===== src/design/urfs_pkg.sv =====
// Shared types, constants and field layout of the ultrasonic range filter.
package urfs_pkg;

    // Default echo counter width
    localparam int DEF_COUNT_BITS = 16;

    // Field widths
    localparam int TRIG_W   = 8;
    localparam int SCALE_W  = 12;
    localparam int WEIGHT_W = 9;
    localparam int DIST_W   = 20;
    localparam int TICKS_W  = 16;
    localparam int CFG_W    = 20;
    localparam int CFG_IDX_W = 3;

    // Second multiplier operand covers scale and both filter weights
    localparam int MB_W = SCALE_W;

    // Stream word widths
    localparam int S_DATA_W = 8;
    localparam int M_DATA_W = 64;
    localparam int M_PAD_W  = M_DATA_W - (4 + TICKS_W + 2 * DIST_W);

    // Arithmetic constants
    localparam logic [DIST_W-1:0]   DIST_MAX   = {DIST_W{1'b1}};
    localparam logic [8:0]          ROUND_HALF = 9'd128;
    localparam logic [WEIGHT_W-1:0] WEIGHT_ONE = 9'd256;

    // Register reset values
    localparam logic [TRIG_W-1:0]   RST_TRIGGER_TICKS = 8'd15;
    localparam logic [SCALE_W-1:0]  RST_SCALE_Q16     = 12'd1114;
    localparam logic [WEIGHT_W-1:0] RST_WEIGHT_Q8     = 9'd179;
    localparam logic [DIST_W-1:0]   RST_NEAR          = 20'd6400;
    localparam logic [DIST_W-1:0]   RST_FAR           = 20'd8960;

    // Register indexes
    typedef enum logic [CFG_IDX_W-1:0] {
        CFG_TRIGGER_TICKS = 3'd0,
        CFG_SCALE_Q16     = 3'd1,
        CFG_WEIGHT_Q8     = 3'd2,
        CFG_NEAR          = 3'd3,
        CFG_FAR           = 3'd4
    } cfg_idx_t;

    typedef struct packed {
        logic [TRIG_W-1:0]   trigger_ticks;
        logic [SCALE_W-1:0]  scale_q16;
        logic [WEIGHT_W-1:0] filter_weight_q8;
        logic [DIST_W-1:0]   near_threshold;
        logic [DIST_W-1:0]   far_threshold;
    } cfg_t;

    // Measurement phase, advanced once per tick word
    typedef enum logic [1:0] {
        PH_IDLE  = 2'd0,
        PH_TRIG  = 2'd1,
        PH_WAIT  = 2'd2,
        PH_COUNT = 2'd3
    } phase_t;

    // Sequencer around the shared multiply-accumulate unit
    typedef enum logic [1:0] {
        SQ_IDLE = 2'd0,
        SQ_RAW  = 2'd1,
        SQ_FILT = 2'd2,
        SQ_DONE = 2'd3
    } seq_state_t;

    typedef enum logic [1:0] {
        MAC_HOLD  = 2'd0,
        MAC_START = 2'd1,
        MAC_ACC   = 2'd2
    } mac_op_t;

endpackage


===== src/design/urfs_mac.sv =====
// Shared multiply-accumulate unit with a registered accumulator.
module urfs_mac
    import urfs_pkg::*;
#(
    parameter int AW    = DIST_W,
    parameter int ACC_W = DIST_W + MB_W + 1
) (
    input  logic             aclk,
    input  mac_op_t          op,
    input  logic [AW-1:0]    a,
    input  logic [MB_W-1:0]  b,
    output logic [ACC_W-1:0] acc
);

    logic [AW+MB_W-1:0] prod;
    logic [ACC_W-1:0]   acc_reg;
    logic [ACC_W-1:0]   acc_next;

    assign prod = a * b;

    // Start a new sum with the rounding half, or add to the running one
    always_comb begin
        unique case (op)
            MAC_START: acc_next = ACC_W'(prod) + ACC_W'(ROUND_HALF);
            MAC_ACC:   acc_next = acc_reg + ACC_W'(prod);
            default:   acc_next = acc_reg;
        endcase
    end

    always_ff @(posedge aclk) begin
        acc_reg <= acc_next;
    end

    assign acc = acc_reg;

endmodule


===== src/design/urfs_ctrl.sv =====
// Tick phase logic, filter sequencer, hysteresis and output word register.
module urfs_ctrl
    import urfs_pkg::*;
#(
    parameter int COUNT_BITS = DEF_COUNT_BITS,
    parameter int AW         = DIST_W,
    parameter int ACC_W      = DIST_W + MB_W + 1
) (
    input  logic                aclk,
    input  logic                aresetn,
    input  cfg_t                cfg,
    input  logic                s_tvalid,
    output logic                s_tready,
    input  logic [S_DATA_W-1:0] s_tdata,
    output logic                m_tvalid,
    input  logic                m_tready,
    output logic [M_DATA_W-1:0] m_tdata,
    output mac_op_t             mac_op,
    output logic [AW-1:0]       mac_a,
    output logic [MB_W-1:0]     mac_b,
    input  logic [ACC_W-1:0]    mac_acc
);

    localparam int CX_W = (COUNT_BITS > TICKS_W) ? COUNT_BITS : TICKS_W;

    seq_state_t            seq_reg, seq_next;
    phase_t                phase_reg, phase_next;
    logic [TRIG_W-1:0]     timer_reg, timer_next;
    logic [COUNT_BITS-1:0] count_reg, count_next;
    logic [DIST_W-1:0]     last_reg, last_next;
    logic                  stop_reg, stop_next;
    logic                  fwd_reg, fwd_next;
    logic                  rev_reg, rev_next;
    logic [DIST_W-1:0]     raw_reg, raw_next;
    logic                  mv_reg, mv_next;
    logic [M_DATA_W-1:0]   mdata_reg, mdata_next;

    logic                  in_acc;
    logic                  out_free;
    logic                  start_req, echo_level, heading_forward, reverse_gear;
    logic [DIST_W-1:0]     acc_sat;
    logic [WEIGHT_W-1:0]   w_sat;
    logic [CX_W-1:0]       cnt_ext;
    logic                  trig;
    logic                  force_zero;

    assign start_req       = s_tdata[0];
    assign echo_level      = s_tdata[1];
    assign heading_forward = s_tdata[2];
    assign reverse_gear    = s_tdata[3];

    assign out_free = !mv_reg || m_tready;
    assign s_tready = (seq_reg == SQ_IDLE) && out_free;
    assign in_acc   = s_tvalid && s_tready;

    // Drop the rounding bits and saturate to the distance width
    assign acc_sat = (|mac_acc[ACC_W-1:DIST_W+8]) ? DIST_MAX : mac_acc[DIST_W+7:8];
    assign w_sat   = (cfg.filter_weight_q8 > WEIGHT_ONE) ? WEIGHT_ONE : cfg.filter_weight_q8;
    assign cnt_ext = CX_W'(count_reg);

    always_comb begin
        seq_next   = seq_reg;
        phase_next = phase_reg;
        timer_next = timer_reg;
        count_next = count_reg;
        last_next  = last_reg;
        stop_next  = stop_reg;
        fwd_next   = fwd_reg;
        rev_next   = rev_reg;
        raw_next   = raw_reg;
        mv_next    = mv_reg;
        mdata_next = mdata_reg;
        mac_op     = MAC_HOLD;
        mac_a      = '0;
        mac_b      = '0;
        trig       = 1'b0;
        force_zero = 1'b0;

        // Retire the held word once taken
        if (mv_reg && m_tready) begin
            mv_next = 1'b0;
        end

        unique case (seq_reg)
            SQ_IDLE: begin
                if (in_acc) begin
                    unique case (phase_reg)
                        PH_IDLE: begin
                            if (start_req) begin
                                phase_next = PH_TRIG;
                                timer_next = TRIG_W'(1);
                                trig       = 1'b1;
                            end
                        end
                        PH_TRIG: begin
                            if (timer_reg < cfg.trigger_ticks) begin
                                timer_next = timer_reg + TRIG_W'(1);
                                trig       = 1'b1;
                            end else begin
                                phase_next = PH_WAIT;
                            end
                        end
                        PH_WAIT: begin
                            if (echo_level) begin
                                count_next = COUNT_BITS'(1);
                                phase_next = PH_COUNT;
                            end
                        end
                        PH_COUNT: begin
                            if (echo_level) begin
                                count_next = count_reg + COUNT_BITS'(1);
                            end else begin
                                // Echo fell: start count * scale on the shared unit
                                fwd_next = heading_forward;
                                rev_next = reverse_gear;
                                mac_op   = MAC_START;
                                mac_a    = AW'(count_reg);
                                mac_b    = MB_W'(cfg.scale_q16);
                                seq_next = SQ_RAW;
                            end
                        end
                    endcase
                    // Plain tick: emit the word right away
                    if (!((phase_reg == PH_COUNT) && !echo_level)) begin
                        mv_next    = 1'b1;
                        mdata_next = {M_PAD_W'(0), 1'b0, stop_reg, last_reg,
                                      DIST_W'(0), TICKS_W'(0), 1'b0, trig};
                    end
                end
            end
            SQ_RAW: begin
                // Latch raw distance, start (256 - w) * raw
                raw_next = acc_sat;
                mac_op   = MAC_START;
                mac_a    = AW'(acc_sat);
                mac_b    = MB_W'(WEIGHT_ONE - w_sat);
                seq_next = SQ_FILT;
            end
            SQ_FILT: begin
                // Add w * previous filtered distance
                mac_op   = MAC_ACC;
                mac_a    = AW'(last_reg);
                mac_b    = MB_W'(w_sat);
                seq_next = SQ_DONE;
            end
            SQ_DONE: begin
                if (out_free) begin
                    last_next = acc_sat;
                    // Stop hysteresis on the filtered distance
                    if (acc_sat < cfg.near_threshold) begin
                        if (fwd_reg) begin
                            stop_next  = 1'b1;
                            force_zero = 1'b1;
                        end else if (rev_reg) begin
                            stop_next = 1'b0;
                        end
                    end else if (acc_sat > cfg.far_threshold) begin
                        stop_next = 1'b0;
                    end
                    mv_next    = 1'b1;
                    mdata_next = {M_PAD_W'(0), force_zero, stop_next, acc_sat,
                                  raw_reg, cnt_ext[TICKS_W-1:0], 1'b1, 1'b0};
                    phase_next = PH_IDLE;
                    seq_next   = SQ_IDLE;
                end
            end
        endcase
    end

    always_ff @(posedge aclk) begin
        if (!aresetn) begin
            seq_reg   <= SQ_IDLE;
            phase_reg <= PH_IDLE;
            timer_reg <= '0;
            count_reg <= '0;
            last_reg  <= '0;
            stop_reg  <= 1'b0;
            mv_reg    <= 1'b0;
        end else begin
            seq_reg   <= seq_next;
            phase_reg <= phase_next;
            timer_reg <= timer_next;
            count_reg <= count_next;
            last_reg  <= last_next;
            stop_reg  <= stop_next;
            mv_reg    <= mv_next;
        end
    end

    always_ff @(posedge aclk) begin
        fwd_reg   <= fwd_next;
        rev_reg   <= rev_next;
        raw_reg   <= raw_next;
        mdata_reg <= mdata_next;
    end

    assign m_tvalid = mv_reg;
    assign m_tdata  = mdata_reg;

endmodule


===== src/design/ultrasonic_range_filter_stop_top.sv =====
// Ultrasonic range filter top: configuration registers, sequencer and shared MAC.
// A plain tick word is registered and shown the cycle after it is taken.
// A measurement-complete tick uses the shared multiply-accumulate unit (count * scale,
// then two filter products); its word is registered in SQ_DONE once the output is free.
// Throughput: one word per cycle, stalled while the output is held or the MAC is busy.
// Reset (aresetn, synchronous, active low) idles the block and loads default registers.
module ultrasonic_range_filter_stop_top
    import urfs_pkg::*;
#(
    parameter int COUNT_BITS = DEF_COUNT_BITS
) (
    input  logic                 aclk,
    input  logic                 aresetn,
    input  logic                 cfg_wr_en,
    input  logic [CFG_IDX_W-1:0] cfg_index,
    input  logic [CFG_W-1:0]     cfg_wdata,
    input  logic                 s_tvalid,
    output logic                 s_tready,
    // [0] start_req, [1] echo_level, [2] heading_forward, [3] reverse_gear, [7:4] zero
    input  logic [S_DATA_W-1:0]  s_tdata,
    output logic                 m_tvalid,
    input  logic                 m_tready,
    // [0] trigger_out, [1] done_res, [17:2] echo_ticks, [37:18] raw_distance,
    // [57:38] filtered_distance, [58] stop_flag, [59] force_speed_zero, [63:60] zero
    output logic [M_DATA_W-1:0]  m_tdata
);

    localparam int AW    = (COUNT_BITS > DIST_W) ? COUNT_BITS : DIST_W;
    localparam int ACC_W = AW + MB_W + 1;

    cfg_t             cfg_reg, cfg_next;
    mac_op_t          mac_op;
    logic [AW-1:0]    mac_a;
    logic [MB_W-1:0]  mac_b;
    logic [ACC_W-1:0] mac_acc;

    // Decode register writes
    always_comb begin
        cfg_next = cfg_reg;
        if (cfg_wr_en) begin
            unique case (cfg_idx_t'(cfg_index))
                CFG_TRIGGER_TICKS: cfg_next.trigger_ticks    = cfg_wdata[TRIG_W-1:0];
                CFG_SCALE_Q16:     cfg_next.scale_q16        = cfg_wdata[SCALE_W-1:0];
                CFG_WEIGHT_Q8:     cfg_next.filter_weight_q8 = cfg_wdata[WEIGHT_W-1:0];
                CFG_NEAR:          cfg_next.near_threshold   = cfg_wdata[DIST_W-1:0];
                CFG_FAR:           cfg_next.far_threshold    = cfg_wdata[DIST_W-1:0];
                default:           cfg_next = cfg_reg;
            endcase
        end
    end

    always_ff @(posedge aclk) begin
        if (!aresetn) begin
            cfg_reg.trigger_ticks    <= RST_TRIGGER_TICKS;
            cfg_reg.scale_q16        <= RST_SCALE_Q16;
            cfg_reg.filter_weight_q8 <= RST_WEIGHT_Q8;
            cfg_reg.near_threshold   <= RST_NEAR;
            cfg_reg.far_threshold    <= RST_FAR;
        end else begin
            cfg_reg <= cfg_next;
        end
    end

    urfs_ctrl #(
        .COUNT_BITS (COUNT_BITS),
        .AW         (AW),
        .ACC_W      (ACC_W)
    ) u_ctrl (
        .aclk     (aclk),
        .aresetn  (aresetn),
        .cfg      (cfg_reg),
        .s_tvalid (s_tvalid),
        .s_tready (s_tready),
        .s_tdata  (s_tdata),
        .m_tvalid (m_tvalid),
        .m_tready (m_tready),
        .m_tdata  (m_tdata),
        .mac_op   (mac_op),
        .mac_a    (mac_a),
        .mac_b    (mac_b),
        .mac_acc  (mac_acc)
    );

    urfs_mac #(
        .AW    (AW),
        .ACC_W (ACC_W)
    ) u_mac (
        .aclk (aclk),
        .op   (mac_op),
        .a    (mac_a),
        .b    (mac_b),
        .acc  (mac_acc)
    );

endmodule


===== config.mk =====
export PLATFORM = sky130hd
export DESIGN_NAME = ultrasonic_range_filter_stop_top
export DESIGN_NICKNAME = d
export VERILOG_FILES = /design/src/design/urfs_pkg.sv /design/src/design/urfs_mac.sv /design/src/design/urfs_ctrl.sv /design/src/design/ultrasonic_range_filter_stop_top.sv
export SDC_FILE = /design/constraint.sdc
export NUM_CORES = 1
export LEC_CHECK = 0
export BUFFER_PORTS_ARGS = -buffer_cell sky130_fd_sc_hd__buf_2
export CAP_MARGIN = 20
export CORE_MARGIN = 2
export CORE_UTILIZATION = 48
export DETAILED_ROUTE_END_ITERATION = 8
export PLACE_DENSITY_LB_ADDON = 0.3
export SYNTH_ARGS = -nofsm -noshare
export SYNTH_HDL_FRONTEND = slang
export SYNTH_HIERARCHICAL = 1
export SYNTH_SLANG_ARGS = --single-unit

===== constraint.sdc =====
create_clock -name aclk -period 10.8 [get_ports aclk]
set_input_delay 0.54 -clock aclk [delete_from_list [all_inputs] [get_ports aclk]]
set_output_delay 0.54 -clock aclk [all_outputs]
set_load 0.005 [all_outputs]

== Word level (Yosys, flattened, before mapping) ==
Cells that the tools add are included.

* Register bits after elaboration: 238
* Output and inout bits: 66
* Word-level logic and storage cells: 130

* $add $sub $neg: 5
* $mul: 1
* $lt $le $gt $ge: 4
* Equal/unequal tests: 25
* Multiplexer cells: 50
* Bitwise logic cells: 1
* Reductions and logical operators: 27

{| class="wikitable"
|+ Operators with widths
! operator !! count
|-
| $mux 64 || 3
|-
| $pmux 64 s2 || 1
|-
| $pmux 33 s2 || 1
|-
| $mux 20 || 3
|-
| $pmux 20 s3 || 1
|-
| $mux 16 || 3
|-
| $mux 12 || 3
|-
| $pmux 12 s3 || 1
|-
| $add 32x8->33 const B || 1
|-
| $add 33x32->33 || 1
|-
| $mul 20x12->32 || 1
|-
| $pmux 16 s2 || 1
|-
| $gt 20x20->1 || 1
|-
| $lt 20x20->1 || 1
|-
| $mux 2 || 10
|-
| $add 16x1->16 const B || 1
|-
| $mux 8 || 2
|-
| $pmux 8 s2 || 1
|-
| $mux 1 || 13
|-
| $ne 2x2->1 const B || 6
|-
| $pmux 2 s3 || 2
|-
| $reduce_and 2->1 || 6
|-
| $reduce_and 4->1 || 3
|-
| $eq 2x2->1 const B || 5
|-
| 25 further kinds || 42
|}

== Depth between registers and ports, before layout ==
* Depth in word-level cells: 9
* Mapped depth: 40

== Hierarchy ==
Netlist, hierarchy kept.

{| class="wikitable"
|+ Modules (own cells, without submodules)
! module !! times used !! cells each !! area an instance (µm²) !! sequential area each (µm²)
|-
| urfs_mac || 1 || 1345 || 11300.8 || 991.0
|-
| urfs_ctrl || 1 || 762 || 7290.7 || 3463.3
|-
| ultrasonic_range_filter_stop_top || 1 || 268 || 2717.6 || 1381.3
|}

== Worst setup path after synthesis ==
OpenSTA, ideal clock, no wires.

* Kind: register to register
* Start: reg u_ctrl.seq_reg[1]
* End: reg u_mac.acc_reg[30], in the netlist u_mac/acc[30] (data pin)
* Setup time: 0.260 ns
* Arrival time: 8.426 ns
* Required time: 10.540 ns
* Path slack: 2.114 ns
* Cell stages (with the launch flop): 35
* Buffers on the path: 4
* Clock period less this slack: 8.686 ns
* Path through: dfxtp_1 inv_1 ha_1 clkbuf_1 buf_1 a222oi_1 nor2_1 clkbuf_1 nand2_1 fa_1 inv_1 fa_1 fa_1 fa_1 inv_1 fa_1 inv_1 ha_1 buf_2 a21oi_1 o21ai_1 a211oi_1 nor2_1 xor2_1 ha_1 a21oi_1 o21ai_0 or4_1 a21oi_1 o221ai_1 o21ai_0 o21ai_0 a21oi_1 xnor2_1 mux2_2

* Longest elaborated chain between the ends: 8
* Elaborated cells between the ends (all ways): 17
* Classes of those cells: 2 x add/sub; 1 x mul; 4 x eq/ne; 7 x mux; 3 x reduce/logical

{| class="wikitable"
|+ RTL lines
! item !! line !! source
|-
| start, declared || urfs_ctrl.sv:26 || <nowiki>seq_state_t seq_reg, seq_next;</nowiki>
|-
| start signal, assigned || urfs_ctrl.sv:180 || <nowiki>seq_reg <= seq_next;</nowiki>
|-
| $logic_not 2->1 || urfs_ctrl.sv:53, urfs_ctrl.sv:84 ||
|-
| $logic_and 1x1->1 || urfs_ctrl.sv:53 || <nowiki>assign s_tready = (seq_reg == SQ_IDLE) && out_free;</nowiki>
|-
| $logic_and 1x1->1 || urfs_ctrl.sv:54 || <nowiki>assign in_acc = s_tvalid && s_tready;</nowiki>
|-
| $mux 20 || urfs_ctrl.sv:86 || <nowiki>if (in_acc) begin</nowiki>
|-
| $pmux 20 s3 (*) || urfs_ctrl.sv:84 || <nowiki>unique case (seq_reg)</nowiki>
|-
| named net mac_a[4] || ultrasonic_range_filter_stop_top.sv:33 || <nowiki>logic [AW-1:0] mac_a;</nowiki>
|-
| $mul 20x12->32 (*) || urfs_mac.sv:19 || <nowiki>assign prod = a * b;</nowiki>
|-
| $add 33x32->33 / $add 32x8->33 (equally long branches) || urfs_mac.sv:25, urfs_mac.sv:24 ||
|-
| $pmux 33 s2 (*) || urfs_mac.sv:23 || <nowiki>unique case (op)</nowiki>
|-
| named net u_mac.acc_next[30] || urfs_mac.sv:17 || <nowiki>logic [ACC_W-1:0] acc_next;</nowiki>
|-
| end signal, assigned || urfs_mac.sv:31 || <nowiki>acc_reg <= acc_next;</nowiki>
|-
| end, declared || urfs_mac.sv:16 || <nowiki>logic [ACC_W-1:0] acc_reg;</nowiki>
|}

The timed path passes the listed nets; every way through them passes the cells marked *.
A chain may end at the register's enable or synchronous reset.

== Worst setup path after layout ==
* Start: reg u_ctrl.seq_reg[0]
* End: reg u_mac.acc_reg[30], in the netlist u_mac/acc[30] (data pin)

Same word-level chain as after synthesis.

==> results.md <==
* Status: finished, final reports clean
* R2r setup slk at 460 ps
* Synthesized area at 21300 µm²
* Slew margin rel. at 29.0%
* Final worst path period need at 10340 ps
* Crit path launch: u_ctrl/seq_reg[0]$_SDFFE_PN0P_
* Syn. warnings at 6
* Synth cell count leaders: nand2_1 (328), inv_1 (318), fa_1 (181)
* Detailed Route WL at 55.2 mm
* Crit path arrival time at 10630 ps
* Post-synth top area share at 17.0%
* CTS Sinks at 234
* Reg-to-Reg Start: u_ctrl/seq_reg[0]$_SDFFE_PN0P_
* Register Area at 5840 µm²
* I/O Buffers at 93
* Routability-driven placement congestion ratio at 0.926
* CTS tree: yes
* Min-Delay Startpoint: s_tdata[2]
* Sequential area share after synthesis at 27.4%
* Dpl cells at 2991
* Critical-path top delay cell: nor2_1
* Final ANT Viol Nets at 0
* Area contributors post-synth: fa_1 (17%), edfxtp_1 (16%), dfxtp_1 (11%)
* Root Driver: clkbuf_16
* WL/cell at 18.2 µm
* Non-filler instance count after layout at 3038
* CP max stage delay at 800 ps
* Most common cell in the synthesized netlist: nand2_1
* Post-synth cell types at 97
* Antenna violations before repair at 1
* Synthesized instance count at 2375
* Die width at 215 µm
* Skew-Pair Late Insertion Delay at 550 ps
* Max Fclk at 96.7 MHz
* Final net count at 2809
* Met2 WL at 26.6 mm
* Final setup violation count at 0
* Initial Utilization at 48.4%
* CP Buf/Inv Count at 6
* First-pass detailed-route iteration total at 8
* PwrDens at 94.7 nW/µm²
* Overall routing resource usage at 24.3%
* Crit end category: register
* Maximum buffer depth of the clock tree at 3
* Slew Viols, Final at 0
* Most common cell on crit path: fa_1
* DR iter-0 viols at 1565
* ANT cells at 0
* Number of enable flip-flop cells after synthesis at 115
* RSZ-0062 raised after global routing: no
* Startpoint Class: register
* Num CTS Buffers at 25
* Top Metal Used: met4
* Clock Pin Slew Worst Setup and Hold Paths at 70 ps
* Filler instances at 3978
* Seq cells post-synth at 234
* Max reg flops at 69
* Async SR Flop Fraction at 0%
* Synth Area per Inst at 8.97 µm²
* Clock H-tree levels at 1
* Placement Rows at 77
* Setup CP Type: reg2reg
* Max Cap Viol at 0
* DRC viols at 0
* Leak at 10.3 nW
* Area leader, netlist: fa_1
* Max IR drop VDD at 101 µV
* P&R area growth vs syn at 9.34%
* First-pass GRT wire length at 90.4 mm
* Die H at 215 µm
* Fin Setup TNS at 0 ps
* WL met1 at 23.5 mm
* CP Max Fanout at 12
* Vias at 16900
* Period utilization at 95.7%
* Util after Layout at 52.9%
* Vias in the first global route at 17100
* Skew final at 20.0 ps
* Worst-margin pin slew at 1060 ps
* WL met3 at 3.70 mm
* DP HPWL at 42.9 mm
* Largest net degree at the start of global routing at 89
* Layout cells sized above 1 at 10.0%
* HP Class: in2reg
* Grt total ovfl at 0
* Primary FF master, synth: dfxtp_1
* Final hold vios at 0
* Footprint of the multi-input gates at 13800 µm²
* CP top delay family: adder cells
* Die area at 46100 µm²
* IO Pins at 102
* Core area at 44000 µm²
* Worst EP required at 11090 ps
* DR vias/cell at 5.58
[area by class of cell]
class                   count  area share (%)
multi-input cells        1704            59.3
flip-flops and latches    234            25.0
inverters                 320            5.16
repair buffers            142            3.58
well taps                 592            3.18
clock buffers              32            3.11
clock inverters            14           0.666
[layer usage]
layer | global-route usage (%) | up-vias
met5 | 0 | -
met4 | 6.88 | 0
met3 | 3.65 | 84
met2 | 41.2 | 586
met1 | 32.3 | 8324
li1 | - | 7952
[report_power, final]
group          switching, W  total, W  internal [W]
Combinational      0.000186  0.000283     0.0000965
Sequential        0.0000246   0.00100      0.000980
Clock              0.000370  0.000919      0.000549
[worst paths after layout]
path / to / cells after the start
max: u_mac/acc[30]$_DFFE_PP_ / 34
min: u_ctrl/fwd_reg$_DFFE_PP_ / 1
max reg2reg: u_mac/acc[30]$_DFFE_PP_ / 34
min reg2reg: cfg_reg[22]$_SDFFE_PN0P_ / 2
[logic make-up after synthesis]
logic type	count (synthesis)	synth area share, %
flip-flops	234	27.4
XOR/XNOR	85	3.60
other	1	0.0176
multiplexers	81	3.84
AND/OR/NAND/NOR	821	19.0
buffers and inverters	440	7.98
AO/OA/AOI/OAI	367	11.5
adder cells (fa/ha/maj)	346	26.7
[through the flow]
stage	hold slack [ps]	power, W	instance area (µm²)	setup slack (ps)
finish	202	0.00221	23300	462
global route	189	0.00228	23300	30.3
CTS	183	0.00221	23300	608
detailed placement	450	0.00130	22400	679
global placement	444	0.00129	22400	882
floorplan	430	0.00119	21300	2110
[repair_timing]
| item | CTS | global route |
|---|---|---|
| gates resized for setup | 0 | 1 |
| setup endpoints to repair | 0 | 2 |
| hold buffers | 0 | 0 |
| setup buffers | 0 | 0 |
[cells in the final DEF, fill, tap and decap left out, types with 7 or more instances in the layout]
master | synthesis | layout
a222oi_1 | 18 | 18
and3_1 | 13 | 13
ha_1 | 165 | 162
or3_1 | 14 | 14
o31ai_1 | 9 | 9
nand3_1 | 37 | 37
o211ai_1 | 7 | 7
buf_2 | 15 | 93
xnor2_1 | 46 | 46
a211oi_1 | 32 | 32
fa_1 | 181 | 181
clkbuf_16 | 0 | 28
a21oi_1 | 132 | 131
dfxtp_1 | 119 | 119
and2_1 | 111 | 111
a21o_1 | 29 | 29
xor2_1 | 36 | 36
nand2_1 | 328 | 328
inv_1 | 318 | 318
nor2_1 | 163 | 161
o21ai_0 | 59 | 59
nand2b_1 | 15 | 15
nor3_1 | 16 | 16
mux2i_1 | 75 | 75
nor2b_1 | 45 | 45
o21ai_1 | 7 | 7
nand4_1 | 17 | 17
o21a_1 | 10 | 10
edfxtp_1 | 115 | 115
buf_4 | 5 | 49
Note: power is estimated with default switching activity, not from simulation.
